**src/hw/rtl/hrp_pkg.sv**
```systemverilog
`timescale 1ns / 1ps
// ----------------------------------------------------------------------------
// hrp_pkg
// Shared types and constants of the HTTP request header parser: header ids,
// byte kinds, character codes and the header name table.
// ----------------------------------------------------------------------------
package hrp_pkg;

  localparam int unsigned NUM_HDRS     = 9;
  localparam int unsigned HDR_MAX_LEN  = 17;
  localparam int unsigned HDR_BITS     = HDR_MAX_LEN * 8;

  typedef logic [NUM_HDRS-1:0] hdr_mask_t;

  // Header ids.
  localparam logic [3:0] ID_CLEN  = 4'd8;
  localparam logic [3:0] ID_OTHER = 4'd9;

  localparam hdr_mask_t ALL_NAMES = 9'h1FF;
  localparam hdr_mask_t GET_ONLY  = 9'h038;
  localparam hdr_mask_t PUT_ONLY  = 9'h1C0;

  // Byte kinds.
  localparam logic [1:0] KIND_NONE  = 2'd0;
  localparam logic [1:0] KIND_URL   = 2'd1;
  localparam logic [1:0] KIND_VALUE = 2'd2;

  // Configuration register indexes.
  localparam logic CFG_GET_MASK = 1'b0;
  localparam logic CFG_PUT_MASK = 1'b1;

  localparam hdr_mask_t GET_MASK_RST = 9'd63;
  localparam hdr_mask_t PUT_MASK_RST = 9'd199;

  // Character codes.
  localparam logic [7:0] CH_SP    = 8'h20;
  localparam logic [7:0] CH_CR    = 8'h0D;
  localparam logic [7:0] CH_LF    = 8'h0A;
  localparam logic [7:0] CH_COLON = 8'h3A;
  localparam logic [7:0] CH_ZERO  = 8'h30;
  localparam logic [7:0] CH_NINE  = 8'h39;

  localparam logic [23:0] VERB_GET   = "GET";
  localparam logic [23:0] VERB_PUT   = "PUT";
  localparam logic [63:0] PROTO_TEXT = "HTTP/1.1";

  // Names are right-aligned in each entry: the last character sits in bits [7:0].
  localparam logic [HDR_BITS-1:0] HDR_NAME [NUM_HDRS] = '{
    HDR_BITS'("Host"),
    HDR_BITS'("Connection"),
    HDR_BITS'("Date"),
    HDR_BITS'("Accept"),
    HDR_BITS'("Accept-Language"),
    HDR_BITS'("If-Modified-Since"),
    HDR_BITS'("Content-Language"),
    HDR_BITS'("Content-Type"),
    HDR_BITS'("Content-Length")
  };

  localparam logic [4:0] HDR_LEN [NUM_HDRS] = '{
    5'd4, 5'd10, 5'd4, 5'd6, 5'd15, 5'd17, 5'd16, 5'd12, 5'd14
  };

endpackage

```
**src/hw/rtl/hrp_name_match.sv**
```systemverilog
`timescale 1ns / 1ps
// ----------------------------------------------------------------------------
// hrp_name_match
// Header name matcher: one compare lane per known header narrows the set of
// live candidates by one character, and the resolver picks the header id
// once the colon arrives.
// ----------------------------------------------------------------------------
module hrp_name_match (
  input  logic [7:0]         byte_i,
  input  logic [4:0]         mpos_i,
  input  hrp_pkg::hdr_mask_t cand_i,
  input  logic               put_i,
  output hrp_pkg::hdr_mask_t cand_o,
  output logic [3:0]         hdr_id_o
);

  hrp_pkg::hdr_mask_t len_hit;
  hrp_pkg::hdr_mask_t allow;
  hrp_pkg::hdr_mask_t elig;

  for (genvar g = 0; g < hrp_pkg::NUM_HDRS; g++) begin : g_lane
    logic [4:0] ofs;
    logic [7:0] ch;

    // Offset of the character at mpos from the right end of the entry.
    assign ofs = hrp_pkg::HDR_LEN[g] - 5'd1 - mpos_i;
    assign ch  = 8'(hrp_pkg::HDR_NAME[g] >> {ofs, 3'b000});

    assign cand_o[g]  = cand_i[g] && (mpos_i < hrp_pkg::HDR_LEN[g]) && (ch == byte_i);
    assign len_hit[g] = (mpos_i == hrp_pkg::HDR_LEN[g]);
  end

  // Method-specific names only count for their own method.
  assign allow = put_i ? (hrp_pkg::ALL_NAMES & ~hrp_pkg::GET_ONLY)
                       : (hrp_pkg::ALL_NAMES & ~hrp_pkg::PUT_ONLY);
  assign elig  = cand_i & allow & len_hit;

  always_comb begin
    hdr_id_o = hrp_pkg::ID_OTHER;
    for (int i = hrp_pkg::NUM_HDRS - 1; i >= 0; i--) begin
      if (elig[i]) begin
        hdr_id_o = 4'(i);
      end
    end
  end

endmodule

```
**src/hw/rtl/http_request_header_parser.sv**
```systemverilog
`timescale 1ns / 1ps
// ----------------------------------------------------------------------------
// http_request_header_parser
// Parses an HTTP/1.1 GET or PUT request one byte per beat, tags URL and
// header value bytes, builds the Content-Length value and reports a verdict
// at the blank line or at the last byte of the buffer.
//
//   channel  direction  handshake                payload
//   in       sink       in_valid_i / in_ready_o  request_byte_i, final_byte_i
//   out      source     out_valid_o / out_ready_i
//            byte_kind_o, header_id_o, data_byte_o, request_done_o,
//            request_valid_o, method_put_o, body_length_o
//   cfg      sink       cfg_we_i                 cfg_idx_i, cfg_data_i
//
// One beat is accepted per cycle while the output is not stalled. Each beat
// goes through an input register and a result register; the parse state
// updates as a beat moves from the input register to the result register.
// A stall on the output holds both registers; the input stays ready while
// either register can move. Reset empties both stages and returns the parse
// state and the required masks to their defaults.
// ----------------------------------------------------------------------------
module http_request_header_parser (
  input  logic        clk_i,
  input  logic        rst_ni,

  input  logic        in_valid_i,
  output logic        in_ready_o,
  input  logic [7:0]  request_byte_i,
  input  logic        final_byte_i,

  output logic        out_valid_o,
  input  logic        out_ready_i,
  output logic [1:0]  byte_kind_o,
  output logic [3:0]  header_id_o,
  output logic [7:0]  data_byte_o,
  output logic        request_done_o,
  output logic        request_valid_o,
  output logic        method_put_o,
  output logic [31:0] body_length_o,

  input  logic        cfg_we_i,
  input  logic        cfg_idx_i,
  input  logic [8:0]  cfg_data_i
);

  typedef enum logic [2:0] {
    PH_METHOD,
    PH_URL,
    PH_VERSION,
    PH_NAME,
    PH_SPACE,
    PH_VALUE,
    PH_LF,
    PH_ERROR
  } phase_e;

  // Configuration.
  hrp_pkg::hdr_mask_t get_mask_q, put_mask_q;

  // Input stage.
  logic       s1_valid_q;
  logic [7:0] s1_byte_q;
  logic       s1_final_q;

  // Parse state.
  phase_e             phase_q, phase_d;
  logic [4:0]         mpos_q, mpos_d;
  hrp_pkg::hdr_mask_t cand_q, cand_d;
  logic [3:0]         cur_q, cur_d;
  hrp_pkg::hdr_mask_t pres_q, pres_d;
  logic               put_q, put_d;
  logic [31:0]        len_q, len_d;
  logic [1:0]         track_q, track_d;
  logic               err_q, err_d;

  // Result of the current beat.
  logic [1:0] kind;
  logic [3:0] hid;
  logic       done;
  logic       verdict;

  logic fire;

  hrp_pkg::hdr_mask_t name_cand;
  logic [3:0]         name_id;
  hrp_pkg::hdr_mask_t cur_bit;
  hrp_pkg::hdr_mask_t need;
  logic               mask_ok;
  logic [7:0]         verb_get_ch, verb_put_ch, proto_ch;
  logic               c0, c1;
  logic [35:0]        len_ext, len_next;
  logic [7:0]         c;

  assign c    = s1_byte_q;
  assign fire = s1_valid_q && (!out_valid_o || out_ready_i);
  assign in_ready_o = !s1_valid_q || fire;

  hrp_name_match u_name_match (
    .byte_i   (c),
    .mpos_i   (mpos_q),
    .cand_i   (cand_q),
    .put_i    (put_q),
    .cand_o   (name_cand),
    .hdr_id_o (name_id)
  );

  assign verb_get_ch = 8'(hrp_pkg::VERB_GET >> {2'd2 - mpos_q[1:0], 3'b000});
  assign verb_put_ch = 8'(hrp_pkg::VERB_PUT >> {2'd2 - mpos_q[1:0], 3'b000});
  assign proto_ch    = 8'(hrp_pkg::PROTO_TEXT >> {3'd7 - mpos_q[2:0], 3'b000});

  // Ids above the table shift the one out of range and give an empty mask.
  assign cur_bit = hrp_pkg::hdr_mask_t'(1) << cur_q;

  // Content-Length step: len * 10 + digit, saturating at the 32-bit maximum.
  assign len_ext  = {4'd0, len_q};
  assign len_next = (len_ext << 3) + (len_ext << 1) + 36'(c - hrp_pkg::CH_ZERO);

  assign need    = put_d ? put_mask_q : get_mask_q;
  assign mask_ok = ((pres_d & need) == need);

  always_comb begin
    phase_d = phase_q;
    mpos_d  = mpos_q;
    cand_d  = cand_q;
    cur_d   = cur_q;
    pres_d  = pres_q;
    put_d   = put_q;
    len_d   = len_q;
    err_d   = err_q;
    kind    = hrp_pkg::KIND_NONE;
    hid     = hrp_pkg::ID_OTHER;
    done    = 1'b0;
    verdict = 1'b0;
    c0      = cand_q[0] && (c == verb_get_ch);
    c1      = cand_q[1] && (c == verb_put_ch);

    // Progress through CR LF CR LF.
    if (c == hrp_pkg::CH_CR) begin
      track_d = (track_q == 2'd2) ? 2'd3 : 2'd1;
    end else if (c == hrp_pkg::CH_LF) begin
      track_d = (track_q == 2'd1) ? 2'd2 : 2'd0;
    end else begin
      track_d = 2'd0;
    end

    unique case (phase_q)
      PH_METHOD: begin
        if (c == hrp_pkg::CH_SP) begin
          if (mpos_q == 5'd3 && (cand_q[1:0] != 2'b00)) begin
            put_d   = cand_q[1];
            cand_d  = hrp_pkg::ALL_NAMES;
            mpos_d  = 5'd0;
            phase_d = PH_URL;
          end else begin
            err_d   = 1'b1;
            phase_d = PH_ERROR;
          end
        end else if (mpos_q >= 5'd3) begin
          err_d   = 1'b1;
          phase_d = PH_ERROR;
        end else begin
          cand_d = {cand_q[8:2], c1, c0};
          if (!c0 && !c1) begin
            err_d   = 1'b1;
            phase_d = PH_ERROR;
          end else begin
            mpos_d = mpos_q + 5'd1;
          end
        end
      end
      PH_URL: begin
        if (c == hrp_pkg::CH_SP) begin
          mpos_d  = 5'd0;
          phase_d = PH_VERSION;
        end else if (c == hrp_pkg::CH_CR || c == hrp_pkg::CH_LF) begin
          err_d   = 1'b1;
          phase_d = PH_ERROR;
        end else begin
          kind = hrp_pkg::KIND_URL;
        end
      end
      PH_VERSION: begin
        if (mpos_q < 5'd8) begin
          if (c == proto_ch) begin
            mpos_d = mpos_q + 5'd1;
          end else begin
            err_d   = 1'b1;
            phase_d = PH_ERROR;
          end
        end else if (c == hrp_pkg::CH_CR) begin
          phase_d = PH_LF;
        end else begin
          err_d   = 1'b1;
          phase_d = PH_ERROR;
        end
      end
      PH_NAME: begin
        if (mpos_q == 5'd0 && c == hrp_pkg::CH_CR) begin
          phase_d = PH_LF;
        end else if (c == hrp_pkg::CH_COLON) begin
          cur_d   = name_id;
          phase_d = PH_SPACE;
        end else if (c == hrp_pkg::CH_CR || c == hrp_pkg::CH_LF) begin
          err_d   = 1'b1;
          phase_d = PH_ERROR;
        end else begin
          cand_d = name_cand;
          if (mpos_q != 5'd31) begin
            mpos_d = mpos_q + 5'd1;
          end
        end
      end
      PH_SPACE: begin
        if (c == hrp_pkg::CH_SP) begin
          // A repeated header starts over: the last one counts.
          pres_d = pres_q & ~cur_bit;
          if (cur_q == hrp_pkg::ID_CLEN) begin
            len_d = 32'd0;
          end
          mpos_d  = 5'd0;
          phase_d = PH_VALUE;
        end else begin
          err_d   = 1'b1;
          phase_d = PH_ERROR;
        end
      end
      PH_VALUE: begin
        if (c == hrp_pkg::CH_CR) begin
          phase_d = PH_LF;
        end else if (c == hrp_pkg::CH_LF) begin
          err_d   = 1'b1;
          phase_d = PH_ERROR;
        end else begin
          kind   = hrp_pkg::KIND_VALUE;
          hid    = cur_q;
          pres_d = pres_q | cur_bit;
          // In a value, mpos marks that the leading digit run has ended.
          if (cur_q == hrp_pkg::ID_CLEN && mpos_q == 5'd0) begin
            if (c >= hrp_pkg::CH_ZERO && c <= hrp_pkg::CH_NINE) begin
              len_d = (len_next[35:32] != 4'd0) ? 32'hFFFF_FFFF : len_next[31:0];
            end else begin
              mpos_d = 5'd1;
            end
          end
        end
      end
      PH_LF: begin
        if (c == hrp_pkg::CH_LF) begin
          if (track_q == 2'd3) begin
            done    = 1'b1;
            verdict = !err_q && mask_ok;
          end else begin
            mpos_d  = 5'd0;
            cand_d  = hrp_pkg::ALL_NAMES;
            cur_d   = hrp_pkg::ID_OTHER;
            phase_d = PH_NAME;
          end
        end else begin
          err_d   = 1'b1;
          phase_d = PH_ERROR;
        end
      end
      PH_ERROR: begin
        if (c == hrp_pkg::CH_LF && track_q == 2'd3) begin
          done = 1'b1;
        end
      end
      default: begin
        err_d   = 1'b1;
        phase_d = PH_ERROR;
      end
    endcase

    // The last byte of the buffer ends the request if nothing else did.
    if (s1_final_q && !done) begin
      done    = 1'b1;
      verdict = !err_d && mask_ok &&
                (phase_d == PH_NAME || phase_d == PH_SPACE ||
                 phase_d == PH_VALUE || phase_d == PH_LF);
    end
  end

  always_ff @(posedge clk_i or negedge rst_ni) begin
    if (!rst_ni) begin
      get_mask_q  <= hrp_pkg::GET_MASK_RST;
      put_mask_q  <= hrp_pkg::PUT_MASK_RST;
      s1_valid_q  <= 1'b0;
      out_valid_o <= 1'b0;
      phase_q     <= PH_METHOD;
      mpos_q      <= 5'd0;
      cand_q      <= hrp_pkg::ALL_NAMES;
      cur_q       <= hrp_pkg::ID_OTHER;
      pres_q      <= '0;
      put_q       <= 1'b0;
      len_q       <= 32'd0;
      track_q     <= 2'd0;
      err_q       <= 1'b0;
    end else begin
      if (cfg_we_i) begin
        unique case (cfg_idx_i)
          hrp_pkg::CFG_GET_MASK: get_mask_q <= cfg_data_i;
          hrp_pkg::CFG_PUT_MASK: put_mask_q <= cfg_data_i;
          default: ;
        endcase
      end

      if (in_ready_o) begin
        s1_valid_q <= in_valid_i;
      end

      if (fire) begin
        out_valid_o <= 1'b1;
      end else if (out_ready_i) begin
        out_valid_o <= 1'b0;
      end

      if (fire) begin
        if (done) begin
          phase_q <= PH_METHOD;
          mpos_q  <= 5'd0;
          cand_q  <= hrp_pkg::ALL_NAMES;
          cur_q   <= hrp_pkg::ID_OTHER;
          pres_q  <= '0;
          put_q   <= 1'b0;
          len_q   <= 32'd0;
          track_q <= 2'd0;
          err_q   <= 1'b0;
        end else begin
          phase_q <= phase_d;
          mpos_q  <= mpos_d;
          cand_q  <= cand_d;
          cur_q   <= cur_d;
          pres_q  <= pres_d;
          put_q   <= put_d;
          len_q   <= len_d;
          track_q <= track_d;
          err_q   <= err_d;
        end
      end
    end
  end

  // Payload registers.
  always_ff @(posedge clk_i) begin
    if (in_valid_i && in_ready_o) begin
      s1_byte_q  <= request_byte_i;
      s1_final_q <= final_byte_i;
    end
    if (fire) begin
      byte_kind_o     <= kind;
      header_id_o     <= hid;
      data_byte_o     <= (kind != hrp_pkg::KIND_NONE) ? c : 8'd0;
      request_done_o  <= done;
      request_valid_o <= verdict;
      method_put_o    <= put_d;
      body_length_o   <= len_d;
    end
  end

endmodule

```
**config.mk**
```make
export PLATFORM = sky130hd
export DESIGN_NAME = http_request_header_parser
export DESIGN_NICKNAME = d
export VERILOG_FILES = /design/src/hw/rtl/hrp_pkg.sv /design/src/hw/rtl/hrp_name_match.sv /design/src/hw/rtl/http_request_header_parser.sv
export SDC_FILE = /design/constraint.sdc
export NUM_CORES = 1
export LEC_CHECK = 0
export BUFFER_PORTS_ARGS = -buffer_cell sky130_fd_sc_hd__buf_4
export CAP_MARGIN = 20
export CORE_UTILIZATION = 57
export DETAILED_ROUTE_END_ITERATION = 8
export HOLD_SLACK_MARGIN = 0.06
export PLACE_DENSITY = 0.79
export SKIP_LAST_GASP = 1
export SLEW_MARGIN = 20
export SYNTH_ARGS = -nofsm -noshare
export SYNTH_HDL_FRONTEND = slang
export SYNTH_HIERARCHICAL = 1
export SYNTH_SLANG_ARGS = --single-unit
```
**constraint.sdc**
```tcl
create_clock -name clk_i -period 4.9 [get_ports clk_i]
set_input_delay 0 -clock clk_i [delete_from_list [all_inputs] [get_ports clk_i]]
set_output_delay 0 -clock clk_i [all_outputs]
set_load 0.005 [all_outputs]
```
======== After elaboration in Yosys (flattened, before gate mapping) ========
Cells that the tools add are included.
storage, ports and cells
  register bits ........................... 144
  input bits .............................. 24
  output and inout bits ................... 51
  word-level logic and storage cells ...... 313
cells by class
  equality and inequality tests ........... 61
  mux-type cells .......................... 120
  $add $sub $neg .......................... 14
  bitwise gates (word level) .............. 8
  order comparisons ....................... 12
  shift operators ......................... 13
  reductions and logical operators ........ 62
operators by type and width
  kind                   count
  $mux 32                8
  $shr 135x8->8 const A  1
  $shr 127x8->8 const A  1
  $mux 9                 14
  $shr 119x8->8 const A  1
  $shr 111x8->8 const A  1
  $eq 8x8->1             12
  $shr 95x8->8 const A   1
  $mux 5                 18
  $shr 79x8->8 const A   1
  $pmux 32 s2            1
  $shr 63x6->8 const A   1
  $shr 31x8->8 const A   2
  $mux 4                 13
  $shr 47x8->8 const A   1
  $shr 23x5->8 const A   2
  $mux 3                 15
  $ne 3x3->1 const B     15
  $add 35x33->36         1
  $add 36x36->36         1
  $and 9x9->9            4
  $mux 1                 34
  $logic_and 1x1->1      32
  $pmux 5 s6             1
  other kinds (56)       109

======== Logic depth before layout (Yosys ltp) ========
  depth after elaboration ................. 16
  mapped depth ............................ 17
  gate-level depth less buffers ........... 15

======== Hierarchy ========
Netlist, hierarchy kept.
by module, submodules not included
  module                      seq. area each (um2)  cells an instance  times used  area an instance (um2)
  http_request_header_parser  3921.3                1062               1           10022.1
  hrp_name_match              0.0                   465                1           2984.1

======== Worst setup path after synthesis ========
Ideal clock, no wire load.
  kind .................................... register to register
  start ................................... register s1_byte_q[5], in the netlist c[5]
  end ..................................... register body_length_o[23], data pin
  slack ................................... -0.028 ns
  arrival ................................. 4.661 ns
  clock period less this slack ............ 4.928 ns
  buffers on the path ..................... 1
  stages on the path, launching flop included .. 16
  data required time ...................... 4.634 ns
  setup time .............................. 0.266 ns
  cells stage by stage .................... edfxtp_1 > ha_1 > or3_1 > inv_1 > fa_1 > ha_1 > a21o_1 > o21bai_1 > a21bo_2 > a221o_1 > a21oi_1 > xnor2_1 > o2111ai_4 > buf_2 > o21ai_0 > o31ai_1
on the way
  cells in the longest elaborated chain, start to end .. 9
  elaborated cells between the ends (all ways) .. 16
  classes of those cells .................. add/sub (2); order compare (2); eq/ne (3); mux (7); reduce/logical (2)
ends and longest elaborated chain
  what                    RTL line                           RTL
  from (decl)             http_request_header_parser.sv:62   logic [7:0] s1_byte_q;
  from (signal assigned)  http_request_header_parser.sv:346  s1_byte_q <= request_byte_i;
  $sub 8x6->9             http_request_header_parser.sv:116  assign len_next = (len_ext << 3) + (len_ext << 1) + 36'(c - hrp_pkg::CH_ZERO);
  $add 36x36->36          http_request_header_parser.sv:116
  $reduce_bool 4->1       http_request_header_parser.sv:240  len_d = (len_next[35:32] != 4'd0) ? 32'hFFFF_FFFF : len_next[31:0];
  $mux 32                 http_request_header_parser.sv:240
  $mux 32                 http_request_header_parser.sv:239  if (c >= hrp_pkg::CH_ZERO && c <= hrp_pkg::CH_NINE) begin
  $mux 32                 http_request_header_parser.sv:238  if (cur_q == hrp_pkg::ID_CLEN && mpos_q == 5'd0) begin
  $mux 32                 http_request_header_parser.sv:230  end else if (c == hrp_pkg::CH_LF) begin
  $mux 32                 http_request_header_parser.sv:228  if (c == hrp_pkg::CH_CR) begin
  $pmux 32 s2 *           http_request_header_parser.sv:146  unique case (phase_q)
  net len_d[23]           http_request_header_parser.sv:72   logic [31:0] len_q, len_d;
  to (signal assigned)    http_request_header_parser.sv:356  body_length_o <= len_d;
  to (decl)               http_request_header_parser.sv:39   output logic [31:0] body_length_o,
The timed path passes the listed nets; every way through them passes the cells marked *.
A chain may end at the register's enable or synchronous reset.

======== Worst setup path after layout ========
  start ................................... register s1_byte_q[4], in the netlist c[4]
  end ..................................... register len_q[19]
on the way
  cells in the longest elaborated chain, start to end .. 10
  elaborated cells between the ends (all ways) .. 24
  classes of those cells .................. add/sub (2); order compare (2); eq/ne (3); mux (12); reduce/logical (5)
ends and longest elaborated chain
  what                  RTL line                           RTL
  $sub 8x6->9           http_request_header_parser.sv:116
  $add 36x36->36        http_request_header_parser.sv:116
  $reduce_bool 4->1     http_request_header_parser.sv:240
  $mux 32               http_request_header_parser.sv:240
  $mux 32               http_request_header_parser.sv:239
  $mux 32               http_request_header_parser.sv:238
  $mux 32               http_request_header_parser.sv:230
  $mux 32               http_request_header_parser.sv:228
  $pmux 32 s2           http_request_header_parser.sv:146
  $mux 32 *             http_request_header_parser.sv:318  if (done) begin
  to (signal assigned)  http_request_header_parser.sv:335  len_q <= len_d;
  to (decl)             http_request_header_parser.sv:72
Every way passes the cells marked *; elsewhere a longest branch is shown, timed or not.

==> key figures <==
Clocking
  – Reg clk slew, reported paths: 70 ps
  – Root buf cell: clkbuf_16
  – # H-tree levels: 4
  – TritonCTS clock tree: built
  – Clk buf depth: 2
  – CTS Buf Count: 17
  – CTS Sinks: 144
  – Clk_lat worst skew: 440 ps

STA
  – Relative slew slack: 0.383
  – Final setup fails: 0
  – Hold WS: 80.3 ps
  – Final worst path period share: 0.962
  – Setup Skew: 18.5 ps
  – Fin crit period: 4710 ps
  – Worst slew pin tran: 922 ps
  – Hold Fails Final Rpt: 0
  – Fin. max-slew vios: 0
  – Setup TNS: 0 ps
  – Max Clock Freq: between 200 and 250 MHz

Placement
  – Placed Area: 13,800 um2
  – IO buf count: between 70 and 80
  – RD Place Congestion: 0.948
  – Post-placement cell count: 1,830
  – DP HPWL: 26,900 um

GRT
  – Gr usage total: 0.334
  – Largest net degree at the start of global routing: slightly below 80
  – Initial antenna violation count: 0
  – Global-route wire length before repair: 62,200 um
  – GRT Residual Overflow: 0
  – Vias in the first global route: 11,900

Critical path
  – Critical Path Most Common Cell: nand4_1
  – Max incr delay on CP: approximately 490 ps
  – Startpoint types: register
  – Slowest CP cell: a2111oi_4
  – Worst endpoint required time: around 5200 ps
  – Path depth of the worst reg2reg path: 16
  – Crit path max fanout: 30
  – Critical path class: register to register
  – Critical Path AT: between 5000 and 6000 ps
  – CP Capture Type: register
  – Crit-path cells: ha_1 > or3_1 > clkinvlp_4 > buf_4 > fa_1 > ha_2 > nand4_1 > inv_1 > nand4_1 > a2111oi_4 > nor2_2 > o221ai_2 > o2111ai_4 > buf_8 > nor4_1 > o22ai_1

Detailed routing
  – Routed vias/inst: 6.63
  – Routed WL: 38,800 um
  – Final ANT Viol Nets: 0
  – Post-route DRC: 0
  – Drt wl/cell: 20.5 um
  – DRT Pass-1 Iters: 6
  – Via count: 12,500
  – Initial drt markers: 1,469

Layout
  – Final nets: 1,726
  – Commonest non-fill, non-tap cell in the layout: nand2_1
  – N_diodes: 0
  – Final std cells w/o fill: 1,892
  – Final-layout fill cell count: 1,786
  – Finished Cell Area: approximately 15,000 um2
  – Layout cells sized above 1: 0.151
  – Area Growth Syn to Fin: 13.2%
  – Most frequent cells in the layout: 162 x nand2_1, 129 x o21ai_0, 116 x buf_4
  – Util after Layout: 0.666

Status
  – Outcome: finished, final reports clean

Yosys
  – Async set or reset register ratio after synthesis: 0.597
  – Syn Area/Cell: 8.52 um2
  – Number of synthesized flops with an enable pin: 58
  – Seq cells post-synth: around 140
  – Synth warnings: 6
  – Post-synth cell types: ~100
  – Syn Nets: 1,654
  – Seq/Total Area, Yosys: 0.301
  – Synth Flop Type: dfrtp_1
  – Leading area contributor after synthesis: edfxtp_1
  – Post-Syn Instances: around 1,500
  – Share of the synthesized area in the top cell type: 0.134
  – Ranking of synthesized cells by area: edfxtp_1 13%, dfrtp_1 12%, ha_1 6.9%, o21ai_0 5.0%, fa_1 4.8%
  – Area of the mapped netlist: around 13,000 um2

Floorplanning
  – Die X: 153 um
  – Die area: 23,400 um2
  – Core ar.: roughly 22,000 um2
  – Die Y-Extent: 153 um
  – IO Count: 75
  – Row count: 54
  – Initial Utilization: 0.589

Power and ir drop
  – VDD IR max: between 0.0002 and 0.00025 V
  – Cell Pwr Density: 394 nW/um2
  – Leak: 6.06 nW

Job
  – Max Cap Viol: 0

Hold path
  – Worst min path class: input pin to async pin
[cell families after synthesis]
group           count (synthesis)  synth area share
xor+xnor                       69            0.0470
buf+inv                       159            0.0501
mux                            37            0.0323
flops                         144             0.301
fa+ha+maj                     104             0.118
compound gates                460             0.233
simple gates                  554             0.218
[cell type report]
type	instances	area, um2	share of cell area
timing repair buffer	144	1170	0.0794
clock buffer	19	433	0.0294
tap	280	350	0.0238
sequential	144	3920	0.266
multi-input combinational	1224	8480	0.576
clock inverter	13	104	0.00706
inverter	68	259	0.0176
[critical path, delay by kind of cell (launching register included)]
family                     cells  cell delay (ps)
AOI/OAI and AO/OA              4             1120
adders and majority gates      3             1070
buffers and inverters          4              810
DFF                            1              420
and+or+nand+nor                5             1150
[flip-flops by register name (all words and copies together) (netlist names), 2 cells and up]
name and cells:
mpos_q 5, cur_q 4, byte_kind_o 2, body_length_o 32
phase_q 3, data_byte_o 8, c 8, len_q 32
header_id_o 4, track_q 2, get_mask_q 9, pres_q 9
cand_q 9, put_mask_q 9
[power breakdown]
group          internal [W]  switching (W)  total, W  leakage [nW]
combinational       0.00114        0.00174   0.00288          4.16
clock              0.000657       0.000600   0.00126         0.247
sequential          0.00144       0.000215   0.00165          1.66
[path summary, 6_finish.rpt]
path	start	endpoint	slack (ps)
max	c[4]	len_q[19]	190
min in group clk_i	cfg_idx_i	get_mask_q[4]	80
max in group asynchronous	rst_ni	len_q[0]	4030
max reg2reg	c[4]	len_q[19]	190
min reg2reg	track_q[1]	track_q[1]	480
min	rst_ni	put_mask_q[1]	80
[per-stage QoR]
stage / worst slack [ps] / total power [W]
6_report: 186 / 0.00579
5_1_grt: -84.7 / 0.00614
4_1_cts: 38.8 / 0.00572
3_5_place_dp: 45.5 / 0.00445
3_3_place_gp: 141 / 0.00438
2_1_floorplan: 276 / 0.00374
[synthesized netlist by cell type, drive strengths merged (5+ instances only)]
cell,count
inv,66
nor2b,24
mux2,20
buf,31
fa,31
o22ai,17
nand3b,7
a211oi,15
o2111ai,8
dfrtp,64
o21a,6
a22oi,11
nor2,113
o211ai,10
dfstp,22
nor4b,7
clkbuf,60
o32ai,8
nor4,19
a32oi,7
xnor2,38
nor4bb,5
ha,72
a21o,16
mux2i,16
a221oi,6
o31ai,20
edfxtp,58
and3,11
o21ai,139
nor3b,10
nor3,53
o21bai,14
a31oi,25
nand3,63
o221ai,6
nand2b,25
nand4,18
xor2,31
a21oi,98
nand2,163
and2,12
or3,11
a2111oi,6
[per-layer routing]
layer  up-vias  GRT usage  wire [um]
li1       5756          -          -
met1      6066      0.427      15400
met2       624      0.565      19000
met3        99     0.0437       2770
met4         0      0.150       1590
met5         -          0          0
[timing repair]
action                                  in CTS  in global routing
hold buffers                                24                  0
endpoints found under the setup margin       0                 58
buffers inserted                             0                  6
hold endpoints to repair                    97                  0
resized for setup                            0                 11
Note: power is estimated with default switching activity, not from simulation.
